**src/rtl/core/mtic_pkg.sv**
```systemverilog
// Shared types and constants for the map tile ID codec.
package mtic_pkg;

  // Operation codes carried on the opcode input.
  typedef enum logic [2:0] {
    OP_ENCODE      = 3'd0,
    OP_LOWER_LEFT  = 3'd1,
    OP_CENTER      = 3'd2,
    OP_UPPER_RIGHT = 3'd3,
    OP_NORMALIZE   = 3'd4
  } mtic_op_t;

  // Largest divisor exponent used by normalization.
  localparam logic [3:0]  SHIFT_MAX  = 4'd12;
  // Latitude offset applied before interleaving.
  localparam logic [31:0] LAT_OFFSET = 32'h4000_0000;
  // Magnitude limit of a normalized offset.
  localparam logic [12:0] NORM_LIMIT = 13'd4096;

  // Load enables of the two normalization stages.
  typedef struct packed {
    logic s4;
    logic s5;
  } mtic_adv_t;

endpackage

```
**src/rtl/core/mtic_norm.sv**
```systemverilog
// Two-stage normalizer: rounded power-of-two division of a signed offset with clamping.
module mtic_norm (
  input  logic                    clk,
  input  mtic_pkg::mtic_adv_t     adv,
  input  logic [31:0]             diff,
  input  logic [3:0]              shift,
  output logic signed [13:0]      result
);
  import mtic_pkg::*;

  logic        neg_c;
  logic [32:0] rnd_c;
  logic [32:0] sum_c;
  logic [32:0] sum4;
  logic        neg4;
  logic [3:0]  sh4;
  logic [32:0] quo_c;
  logic [12:0] mag_c;
  logic [13:0] res_c;

  // Magnitude plus the rounding half-unit, done as one add with a carry-in.
  always_comb begin
    neg_c = diff[31];
    rnd_c = (shift == 4'd0) ? 33'd0 : (33'd1 << (shift - 4'd1));
    sum_c = {1'b0, (neg_c ? ~diff : diff)} + {32'd0, neg_c} + rnd_c;
  end

  always_ff @(posedge clk) begin
    if (adv.s4) begin
      sum4 <= sum_c;
      neg4 <= neg_c;
      sh4  <= shift;
    end
  end

  // Shift down, clamp to the limit and restore the sign.
  always_comb begin
    quo_c = sum4 >> sh4;
    mag_c = (quo_c > {20'd0, NORM_LIMIT}) ? NORM_LIMIT : quo_c[12:0];
    res_c = neg4 ? (14'd0 - {1'b0, mag_c}) : {1'b0, mag_c};
  end

  always_ff @(posedge clk) begin
    if (adv.s5) begin
      result <= res_c;
    end
  end

endmodule

```
**src/rtl/core/map_tile_id_codec.sv**
```systemverilog
// Map tile ID codec: five-stage pipeline for tile ID encode, decode and normalization.
//
// Requests enter on the input channel (in_valid / in_stall) with opcode, level,
// longitude, latitude, packed_id and coord_shift; each request gives exactly one
// result on the output channel (out_valid / out_stall), in request order.
// A request passes through stages 1 to 5 in order, and out_valid is the stage 5
// valid bit. Throughput is one request per cycle while out_stall is low; the five
// register stages each hold one request and every stage loads whenever it is
// empty or the stage after it moves.
// When the receiver raises out_stall the result register holds its contents;
// requests keep entering until the empty stages are filled, then in_stall rises.
// in_stall depends on out_stall combinationally through the stage chain.
// Reset clears every stage valid bit; the block can take a request as soon as
// reset is released.
// Stage 1 finds the level and de-interleaves the ID, stage 2 shifts out the
// corner or builds the packed ID, stage 3 forms the offset from the centre, and
// stages 4 and 5 round, shift and clamp the normalized offsets.
module map_tile_id_codec (
  input  logic               clk,
  input  logic               rst,
  input  logic               in_valid,
  output logic               in_stall,
  input  logic [2:0]         opcode,
  input  logic [3:0]         level,
  input  logic signed [31:0] longitude,
  input  logic signed [31:0] latitude,
  input  logic [31:0]        packed_id,
  input  logic [3:0]         coord_shift,
  output logic               out_valid,
  input  logic               out_stall,
  output logic               status,
  output logic [31:0]        packed_id_out,
  output logic [3:0]         level_out,
  output logic signed [31:0] longitude_out,
  output logic signed [31:0] latitude_out,
  output logic signed [13:0] norm_x,
  output logic signed [13:0] norm_y
);
  import mtic_pkg::*;

  logic v1, v2, v3, v4, v5;
  logic rdy1, rdy2, rdy3, rdy4, rdy5;
  mtic_adv_t adv;

  // Each stage loads when empty or when its successor moves.
  assign rdy5     = !v5 || !out_stall;
  assign rdy4     = !v4 || rdy5;
  assign rdy3     = !v3 || rdy4;
  assign rdy2     = !v2 || rdy3;
  assign rdy1     = !v1 || rdy2;
  assign in_stall = !rdy1;
  assign adv.s4   = rdy4;
  assign adv.s5   = rdy5;

  always_ff @(posedge clk) begin
    if (rst) begin
      v1 <= 1'b0;
      v2 <= 1'b0;
      v3 <= 1'b0;
      v4 <= 1'b0;
      v5 <= 1'b0;
    end else begin
      if (rdy1) v1 <= in_valid;
      if (rdy2) v2 <= v1;
      if (rdy3) v3 <= v2;
      if (rdy4) v4 <= v3;
      if (rdy5) v5 <= v4;
    end
  end

  // Stage 1: level search, marker removal and de-interleaving of the ID.
  logic [15:0] hi_c;
  logic [3:0]  dlvl_c;
  logic [15:0] onehot_c;
  logic [31:0] tile_c;
  logic [15:0] xb_c, yb_c;
  logic        fail_c;
  logic [3:0]  sh_c;
  logic [31:0] latp_c;

  always_comb begin
    hi_c   = packed_id[31:16];
    dlvl_c = 4'd0;
    for (int k = 0; k < 16; k++) begin
      if (hi_c[k]) dlvl_c = 4'(k);
    end
    onehot_c = 16'd1 << dlvl_c;
    tile_c   = {hi_c & ~onehot_c, packed_id[15:0]};
    for (int k = 0; k < 16; k++) begin
      xb_c[k] = tile_c[2*k]   & (4'(k) <= dlvl_c);
      yb_c[k] = tile_c[2*k+1] & (4'(k) <= dlvl_c);
    end
    // The top latitude bit is stored inverted.
    yb_c   = yb_c ^ (onehot_c >> 1);
    fail_c = (opcode == OP_ENCODE) ? 1'b0 : ((opcode > OP_NORMALIZE) || (hi_c == 16'd0));
    sh_c   = (coord_shift > SHIFT_MAX) ? SHIFT_MAX : coord_shift;
    latp_c = $unsigned(latitude) + LAT_OFFSET;
  end

  logic [2:0]  s1_op;
  logic [3:0]  s1_lvl_in;
  logic [31:0] s1_lon, s1_lat, s1_latp;
  logic        s1_fail;
  logic [3:0]  s1_dlvl;
  logic [15:0] s1_xb, s1_yb;
  logic [3:0]  s1_sh;

  always_ff @(posedge clk) begin
    if (rdy1) begin
      s1_op     <= opcode;
      s1_lvl_in <= level;
      s1_lon    <= longitude;
      s1_lat    <= latitude;
      s1_latp   <= latp_c;
      s1_fail   <= fail_c;
      s1_dlvl   <= dlvl_c;
      s1_xb     <= xb_c;
      s1_yb     <= yb_c;
      s1_sh     <= sh_c;
    end
  end

  // Stage 2: build the packed ID, or shift the corner into place and offset it.
  logic [4:0]  esh_c;
  logic [31:0] xs_c, ys_c;
  logic [15:0] ymask_c, x16_c, y16_c;
  logic [31:0] enc_c, pid_c;
  logic [4:0]  dsh_c;
  logic [31:0] cxr_c, cyr_c, off_c;
  logic [31:0] cx_c, cy_c;

  always_comb begin
    esh_c   = 5'd31 - {1'b0, s1_lvl_in};
    xs_c    = {1'b0, s1_lon[30:0]} >> esh_c;
    ys_c    = s1_latp >> esh_c;
    ymask_c = (16'd1 << s1_lvl_in) - 16'd1;
    x16_c   = xs_c[15:0];
    y16_c   = (ys_c[15:0] & ymask_c) ^ (ymask_c ^ (ymask_c >> 1));
    for (int k = 0; k < 16; k++) begin
      enc_c[2*k]   = x16_c[k];
      enc_c[2*k+1] = y16_c[k];
    end
    pid_c = enc_c | (32'd1 << (5'd16 + {1'b0, s1_lvl_in}));

    dsh_c = 5'd31 - {1'b0, s1_dlvl};
    cxr_c = {16'd0, s1_xb} << dsh_c;
    cyr_c = {16'd0, s1_yb} << dsh_c;
    priority if (s1_op == OP_CENTER || s1_op == OP_NORMALIZE) begin
      off_c = 32'd1 << (5'd30 - {1'b0, s1_dlvl});
    end else if (s1_op == OP_UPPER_RIGHT) begin
      off_c = 32'd1 << dsh_c;
    end else begin
      off_c = 32'd0;
    end
    cx_c = cxr_c + off_c;
    cy_c = cyr_c - LAT_OFFSET + off_c;
  end

  logic [2:0]  s2_op;
  logic        s2_fail;
  logic [3:0]  s2_lvl;
  logic [31:0] s2_pid, s2_cx, s2_cy, s2_lon, s2_lat;
  logic [3:0]  s2_sh;

  always_ff @(posedge clk) begin
    if (rdy2) begin
      s2_op   <= s1_op;
      s2_fail <= s1_fail;
      s2_lon  <= s1_lon;
      s2_lat  <= s1_lat;
      s2_sh   <= s1_sh;
      priority if (s1_fail) begin
        s2_lvl <= 4'd0;
        s2_pid <= 32'd0;
        s2_cx  <= 32'd0;
        s2_cy  <= 32'd0;
      end else if (s1_op == OP_ENCODE) begin
        s2_lvl <= s1_lvl_in;
        s2_pid <= pid_c;
        s2_cx  <= 32'd0;
        s2_cy  <= 32'd0;
      end else begin
        s2_lvl <= s1_dlvl;
        s2_pid <= 32'd0;
        s2_cx  <= cx_c;
        s2_cy  <= cy_c;
      end
    end
  end

  // Stage 3: offset of the coordinate from the tile centre, zero when unused.
  logic        norm_en_c;
  logic        s3_fail;
  logic [3:0]  s3_lvl;
  logic [31:0] s3_pid, s3_cx, s3_cy, s3_dx, s3_dy;
  logic [3:0]  s3_sh;

  assign norm_en_c = (s2_op == OP_NORMALIZE) && !s2_fail;

  always_ff @(posedge clk) begin
    if (rdy3) begin
      s3_fail <= s2_fail;
      s3_lvl  <= s2_lvl;
      s3_pid  <= s2_pid;
      s3_cx   <= s2_cx;
      s3_cy   <= s2_cy;
      s3_sh   <= s2_sh;
      s3_dx   <= norm_en_c ? (s2_lon - s2_cx) : 32'd0;
      s3_dy   <= norm_en_c ? (s2_lat - s2_cy) : 32'd0;
    end
  end

  // Stages 4 and 5: pass-through of the decoded fields alongside the normalizers.
  logic        s4_fail;
  logic [3:0]  s4_lvl;
  logic [31:0] s4_pid, s4_cx, s4_cy;

  always_ff @(posedge clk) begin
    if (rdy4) begin
      s4_fail <= s3_fail;
      s4_lvl  <= s3_lvl;
      s4_pid  <= s3_pid;
      s4_cx   <= s3_cx;
      s4_cy   <= s3_cy;
    end
  end

  always_ff @(posedge clk) begin
    if (rdy5) begin
      status        <= s4_fail;
      level_out     <= s4_lvl;
      packed_id_out <= s4_pid;
      longitude_out <= s4_cx;
      latitude_out  <= s4_cy;
    end
  end

  mtic_norm u_norm_x (
    .clk    (clk),
    .adv    (adv),
    .diff   (s3_dx),
    .shift  (s3_sh),
    .result (norm_x)
  );

  mtic_norm u_norm_y (
    .clk    (clk),
    .adv    (adv),
    .diff   (s3_dy),
    .shift  (s3_sh),
    .result (norm_y)
  );

  assign out_valid = v5;

endmodule

```
**config.mk**
```make
export PLATFORM = sky130hd
export DESIGN_NAME = map_tile_id_codec
export DESIGN_NICKNAME = d
export VERILOG_FILES = /design/src/rtl/core/mtic_pkg.sv /design/src/rtl/core/mtic_norm.sv /design/src/rtl/core/map_tile_id_codec.sv
export SDC_FILE = /design/constraint.sdc
export NUM_CORES = 1
export LEC_CHECK = 0
export BUFFER_PORTS_ARGS = -buffer_cell sky130_fd_sc_hd__clkbuf_2
export CORE_MARGIN = 3
export CORE_UTILIZATION = 30
export DETAILED_ROUTE_END_ITERATION = 8
export PLACE_DENSITY = 0.48
export SLEW_MARGIN = 10
export SYNTH_ARGS = -nofsm -noshare
export SYNTH_HDL_FRONTEND = slang
export SYNTH_HIERARCHICAL = 1
export SYNTH_SLANG_ARGS = --single-unit
```
**constraint.sdc**
```tcl
create_clock -name clk -period 13.3 [get_ports clk]
set_input_delay 3.99 -clock clk [delete_from_list [all_inputs] [get_ports clk]]
set_output_delay 3.99 -clock clk [all_outputs]
set_load 0.1 [all_outputs]
```
==> results of run 1 <==
==> cells in the mapped netlist, drive strengths merged, types with 13 or more instances <==
cell,n
edfxtp,695
nor2,286
nand2,236
a21oi,178
o21ai,150
ha,143
inv,123
mux2i,120
xnor2,99
xor2,95
nor3,80
buf,75
clkbuf,75
a21o,69
mux4,61
nand3,59
mux2,51
a211oi,40
and2,36
nor2b,36
a31oi,33
nand2b,32
o21a,30
and3,23
nand4,22
o211ai,20
or3,20
nor4,18
o21bai,15
nor3b,13
o31ai,13
==> power by group through the flow <==
stage | Clock (W) | Sequential, W | Combinational [W]
2_1_floorplan | 0 | 0.00285 | 0.000623
3_3_place_gp | 0 | 0.00274 | 0.000996
3_5_place_dp | 0 | 0.00274 | 0.000994
4_1_cts | 0.00225 | 0.00270 | 0.000999
5_1_grt | 0.00235 | 0.00271 | 0.00109
6_report | 0.00218 | 0.00269 | 0.000997
==> worst max-delay path: cells and delay by family <==
family | cells | cell delay (ps)
buf+inv | 3 | 770
simple gates | 2 | 750
==> cells in the final DEF (no fill, tap or decap), types with 36 or more instances in the layout <==
cell type | Yosys | final
nor3_1 | 80 | 80
nor2_1 | 283 | 283
edfxtp_1 | 695 | 695
nand2_1 | 235 | 233
a211oi_1 | 39 | 39
mux2_2 | 45 | 45
clkbuf_2 | 0 | 241
xor2_1 | 95 | 95
and2_1 | 36 | 36
mux2i_1 | 118 | 118
ha_1 | 143 | 143
nor2b_1 | 36 | 36
clkbuf_16 | 0 | 83
mux4_2 | 60 | 60
inv_1 | 119 | 118
o21ai_0 | 144 | 144
a21o_1 | 67 | 67
a21oi_1 | 174 | 174
xnor2_1 | 99 | 99
nand3_1 | 58 | 57
==> routing by layer <==
metal / vias up / GRT usage (%) / wire (µm)
li1: 12400 / - / -
met4: 6 / 3.71 / 1900
met3: 122 / 2.78 / 4870
met5: - / 0 / 39
met1: 12100 / 20.9 / 46800
met2: 530 / 23.3 / 45200
==> logic make-up (layout without fill, tap and decap cells) <==
logic type | count (synthesis) | count (layout) | share of synthesized area [%]
and+or+nand+nor | 908 | 908 | 11.5
DFF | 700 | 700 | 55.2
AOI/OAI and AO/OA | 697 | 697 | 12.3
buffers and inverters | 277 | 553 | 3.21
muxes | 232 | 232 | 8.38
xor gates and xnor gates | 194 | 194 | 4.47
adders and majority gates | 149 | 149 | 5.02
other | 1 | 19 | 0.00987
==> area by class of cell <==
cell class / instances / area share (%)
Antenna cell: 3 / 0.0173
Tap cell: 1637 / 4.71
Clock inverter: 54 / 1.10
Inverter: 127 / 1.11
Clock buffer: 98 / 4.90
Multi-Input combinational cell: 2196 / 36.6
Timing Repair Buffer: 274 / 3.34
Sequential cell: 700 / 48.2
==> worst paths after layout <==
| kind | depth (start not counted) | endpoint | start | slack [ps] |
|---|---|---|---|---|
| setup / recovery | 5 | in_stall | out_stall | 3780 |
| hold reg to reg | 0 | s2_lon[8]$_DFFE_PP_ | s1_lon[8]$_DFFE_PN_ | 400 |
| hold / removal | 0 | s2_lon[8]$_DFFE_PP_ | s1_lon[8]$_DFFE_PN_ | 400 |
| setup reg to reg | 13 | u_norm_x/sum4[24]$_DFFE_PP_ | s3_sh[0]$_DFFE_PP_ | 8340 |
==> sequential cells by signal, indices dropped and copies added, names as in the netlist, 32 cells and up <==
register / count
s2_pid: 32
s3_pid: 32
longitude_out: 32
s1_lat: 32
u_norm_x/sum4: 32
s2_lat: 32
u_norm_y/sum4: 32
s2_cx: 32
s3_dx: 32
s4_cx: 32
packed_id_out: 32
s4_pid: 32
s2_lon: 32
s1_lon: 32
s3_cx: 32
s3_dy: 32
==> through the flow <==
stage | setup TNS, ps | area (µm²) | utilization [%]
CTS | 0 | 43500 | 34.9
global placement | 0 | 40900 | 32.8
detailed placement | 0 | 40900 | 32.8
global route | 0 | 43500 | 34.9
finish | 0 | 43500 | 34.9
floorplan | -487 | 38100 | -
==> results.tsv, run 1 <==
metric	value	unit
RSZ-0062 raised after global routing	no	
crit path kind	input port to primary output	
vias in the first global route	24400	
Initial DRC Count	2009	
Synth area leaders	edfxtp_1 (55%), ha_1 (4.7%), mux4_2 (3.6%)	
final hold violations	0	
Clk Tree Root Cell	clkbuf_16	
Switching Share	29.1	%
H-tree level count	3	
Fill cells	12400	
maximum vdd drop	0.0792	mV
Num CTS Buffers	81	
Pwr Density	135	nW/µm²
register area	21000	µm²
Hold Crit Class	flop to flop	
fin crit share	71.5	%
share of the synthesized area in the top cell type	54.9	%
Setup WS pre-CTS	3650	ps
PortBufs	241	
Synthesis Warnings	6	
CP max FO	6	
Synth cell types	111	
Nets	3640	
post-cts resize count	0	
first-pass GRT wire length	150000	µm
Post-CTS Setup Inserts	0	
sequential share of the synthesized area	55.2	%
Max Fclk	0.105	GHz
CP startpoint kind	input port	
die area	131000	µm²
syn avg cell area	12.0	µm²
CTS tree	built	
clock skew	28.9	ps
crit path DAT	5530	ps
Int Pwr	0.00416	W
Area Growth Syn to Fin	14.4	%
hold_buf cts	0	
die height	362	µm
Die Wd	362	µm
synthesized flop and latch total	700	
most area-hungry cell type in the Yosys netlist	edfxtp_1	
max-slew violation count	0	
total gr overflow	0	
Slew headroom	31.4	%
clk slew on worst S/H paths	60	ps
CORE AREA	125000	µm²
Flop pwr share	45.9	%
Worst-Margin Slew	1030	ps
Post-synth EDFFs	695	
Critical Path RT	9310	ps
clk sinks	700	
Final Worst Setup Slack	3780	ps
Top cell by count, worst path	clkbuf_2	
Routed Antenna Nets	0	
Post-Syn Area	38000	µm²
# IOs	242	
std cell rows	129	
Largest stage delay, worst path	470	ps
Gate Count Post-Synth	3158	
Crit-path slowest cell	clkbuf_2	
total number of vias	25100	
Vias/cell	4.94	
share of layout cells above drive strength 1	16.1	%
worst skew pair latency	670	ps
placed cells	4934	
crit path time final	9520	ps
Static Leak	17.9	nW
DR DRC count	0	
dpl hpwl	73300	µm
GRT Util Overall	14.8	%
FFs w/ async S/R, synth	0	%
WL/cell	19.4	µm
# setup viols final	0	
total detailed-routing wirelength	98800	µm
Max-cap violations	0	
antenna violations before repair	9	
Pre-Repair DR Iteration Count	6	
Hold WS	399	ps
switching power	0.00171	W
multi-input logic area	15900	µm²
worst path cell trace	clkbuf_2 -> and3_1 -> nand4_1 -> inv_1 -> clkbuf_2	
most used flip-flop cell after synthesis	edfxtp_1	
RD Place Congestion	0.861	
CTS Buffer Depth	3	
outcome	complete, no violations	
clock group share of total power	37.1	%
Starting Density	30.5	%
largest net degree at the start of global routing	77	
Crit. End Element	primary output	
overall power	0.00587	W
combinational power share	17.0	%
final cell count without fillers	5089	
Power figures use the tool's default switching activity.
==> run 2, diff against run 1 <==
==> constraint.sdc (replaced) <==
create_clock -name clk -period 9.39 [get_ports clk]
set_input_delay 2.817 -clock clk [delete_from_list [all_inputs] [get_ports clk]]
set_output_delay 2.817 -clock clk [all_outputs]
set_load 0.1 [all_outputs]
==> run 2 against run 1 <==
Critical path depth is the same. Sequential cell count is the same. Cell count shrank 0.18%. Highest routed layer unchanged.
==> results.tsv, run 2 (synthesized netlist as in run 1, its figures left out) <==
metric	value	unit
outcome	complete, no violations	
placed cells	4932	
hold_buf cts	0	
final hold violations	0	
Area Growth Syn to Fin	14.3	%
largest net degree at the start of global routing	158	
Nets	3638	
Clk Tree Root Cell	clkbuf_16	
clk slew on worst S/H paths	60	ps
post-cts resize count	0	
Starting Density	30.5	%
reg2reg setup slack	4400	ps
first-pass GRT wire length	150000	µm
Hold WS	408	ps
Num CTS Buffers	81	
gr busiest metal	met2	
total number of vias	25100	
Die Wd	362	µm
vias in the first global route	24300	
total detailed-routing wirelength	98400	µm
antenna violations before repair	9	
worst skew pair latency	640	ps
crit path kind	input port to primary output	
GRT Util Overall	14.8	%
Initial DRC Count	2061	
RD Place Congestion	0.859	
# setup viols final	0	
crit path to	in_stall	
Vias/cell	4.94	
clk sinks	700	
Static Leak	17.9	nW
design area	43400	µm²
GR Util met3	2.72	%
CP startpoint kind	input port	
Max-cap violations	0	
worst r2r dst	u_norm_x/sum4[24]$_DFFE_PP_	
Pwr Density	190	nW/µm²
maximum vdd drop	0.130	mV
Routed Antenna Nets	0	
DR DRC count	0	
crit path DAT	4380	ps
overall power	0.00825	W
PortBufs	241	
placed cell area	40900	µm²
Final Worst Setup Slack	2190	ps
FF-to-FF Start	s3_sh[0]$_DFFE_PP_	
met1 Use GR	20.6	%
std cell rows	129	
die area	131000	µm²
most frequent cells in the layout	edfxtp_1 (695), nor2_1 (283), clkbuf_2 (241), nand2_1 (233), a21oi_1 (174)	
CORE AREA	125000	µm²
RSZ-0062 raised after global routing	no	
Worst-Margin Slew	1050	ps
H-tree level count	3	
Critical Path RT	6570	ps
CTS Buffer Depth	3	
share of layout cells above drive strength 1	16.1	%
WL/cell	19.4	µm
final cell count without fillers	5080	
Max Fclk	0.139	GHz
Crit. End Element	primary output	
commonest non-fill, non-tap cell in the layout	edfxtp_1	
total gr overflow	0	
Setup WS pre-CTS	2050	ps
Pre-Repair DR Iteration Count	8	
crit path time final	7200	ps
dpl hpwl	72100	µm
# IOs	242	
CTS tree	built	
Worst Reg-to-Reg Cells	13	
die height	362	µm
fin crit share	76.7	%
grt met2 use	23.4	%
Post-CTS Setup Inserts	0	
Slew headroom	30.2	%
crit path launch	out_stall	
max-slew violation count	0	
Hold Crit Class	flop to flop	
Fill cells	12400	
CP max FO	6	
clock skew	21.4	ps
## run 2: final cells by class
type	instances	area [µm²]	area share, %
Clock buffer	93	2090	4.82
Timing Repair Buffer	272	1480	3.40
Sequential cell	700	21000	48.3
Inverter	127	482	1.11
Multi-Input combinational cell	2196	15900	36.6
Clock inverter	52	449	1.03
Antenna cell	3	7.51	0.0173
Tap cell	1637	2050	4.71
## run 2: critical path, cell delays in order
cell,delay (ps)
clkbuf_2,120
and3_1,420
nand4_1,330
inv_1,210
clkbuf_2,480
## run 2: power breakdown
group,total [W],switching (W),internal [W]
Clock,0.00302,0.00126,0.00177
Combinational,0.00141,0.000931,0.000482
Sequential,0.00381,0.000158,0.00365
## run 2: stage by stage
stage | utilization, % | setup TNS [ps]
2_1_floorplan | - | -2050
3_3_place_gp | 32.8 | 0
3_5_place_dp | 32.8 | 0
4_1_cts | 34.8 | 0
5_1_grt | 34.8 | 0
6_report | 34.8 | 0
## run 2: worst min-delay path by stage
stage,startpoint,endpoint,slack (ps),depth (start not counted)
floorplan,s4_cy[16]$_DFFE_PP_,latitude_out[16]$_DFFE_PP_,400,0
global placement,s1_lon[5]$_DFFE_PN_,s2_lon[5]$_DFFE_PP_,400,0
detailed placement,s4_cx[22]$_DFFE_PP_,longitude_out[22]$_DFFE_PP_,400,0
CTS,s1_lon[3]$_DFFE_PN_,s2_lon[3]$_DFFE_PP_,410,0
global route,s1_lon[3]$_DFFE_PN_,s2_lon[3]$_DFFE_PP_,400,0
finish,s1_lon[3]$_DFFE_PN_,s2_lon[3]$_DFFE_PP_,410,0
## run 2: per-layer routing
metal / part of all wire (%) / vias to the layer above
li1: - / 12400
met1: 47 / 12100
met2: 46 / 548
met3: 5.1 / 118
met4: 2.2 / 6
met5: 0.041 / -
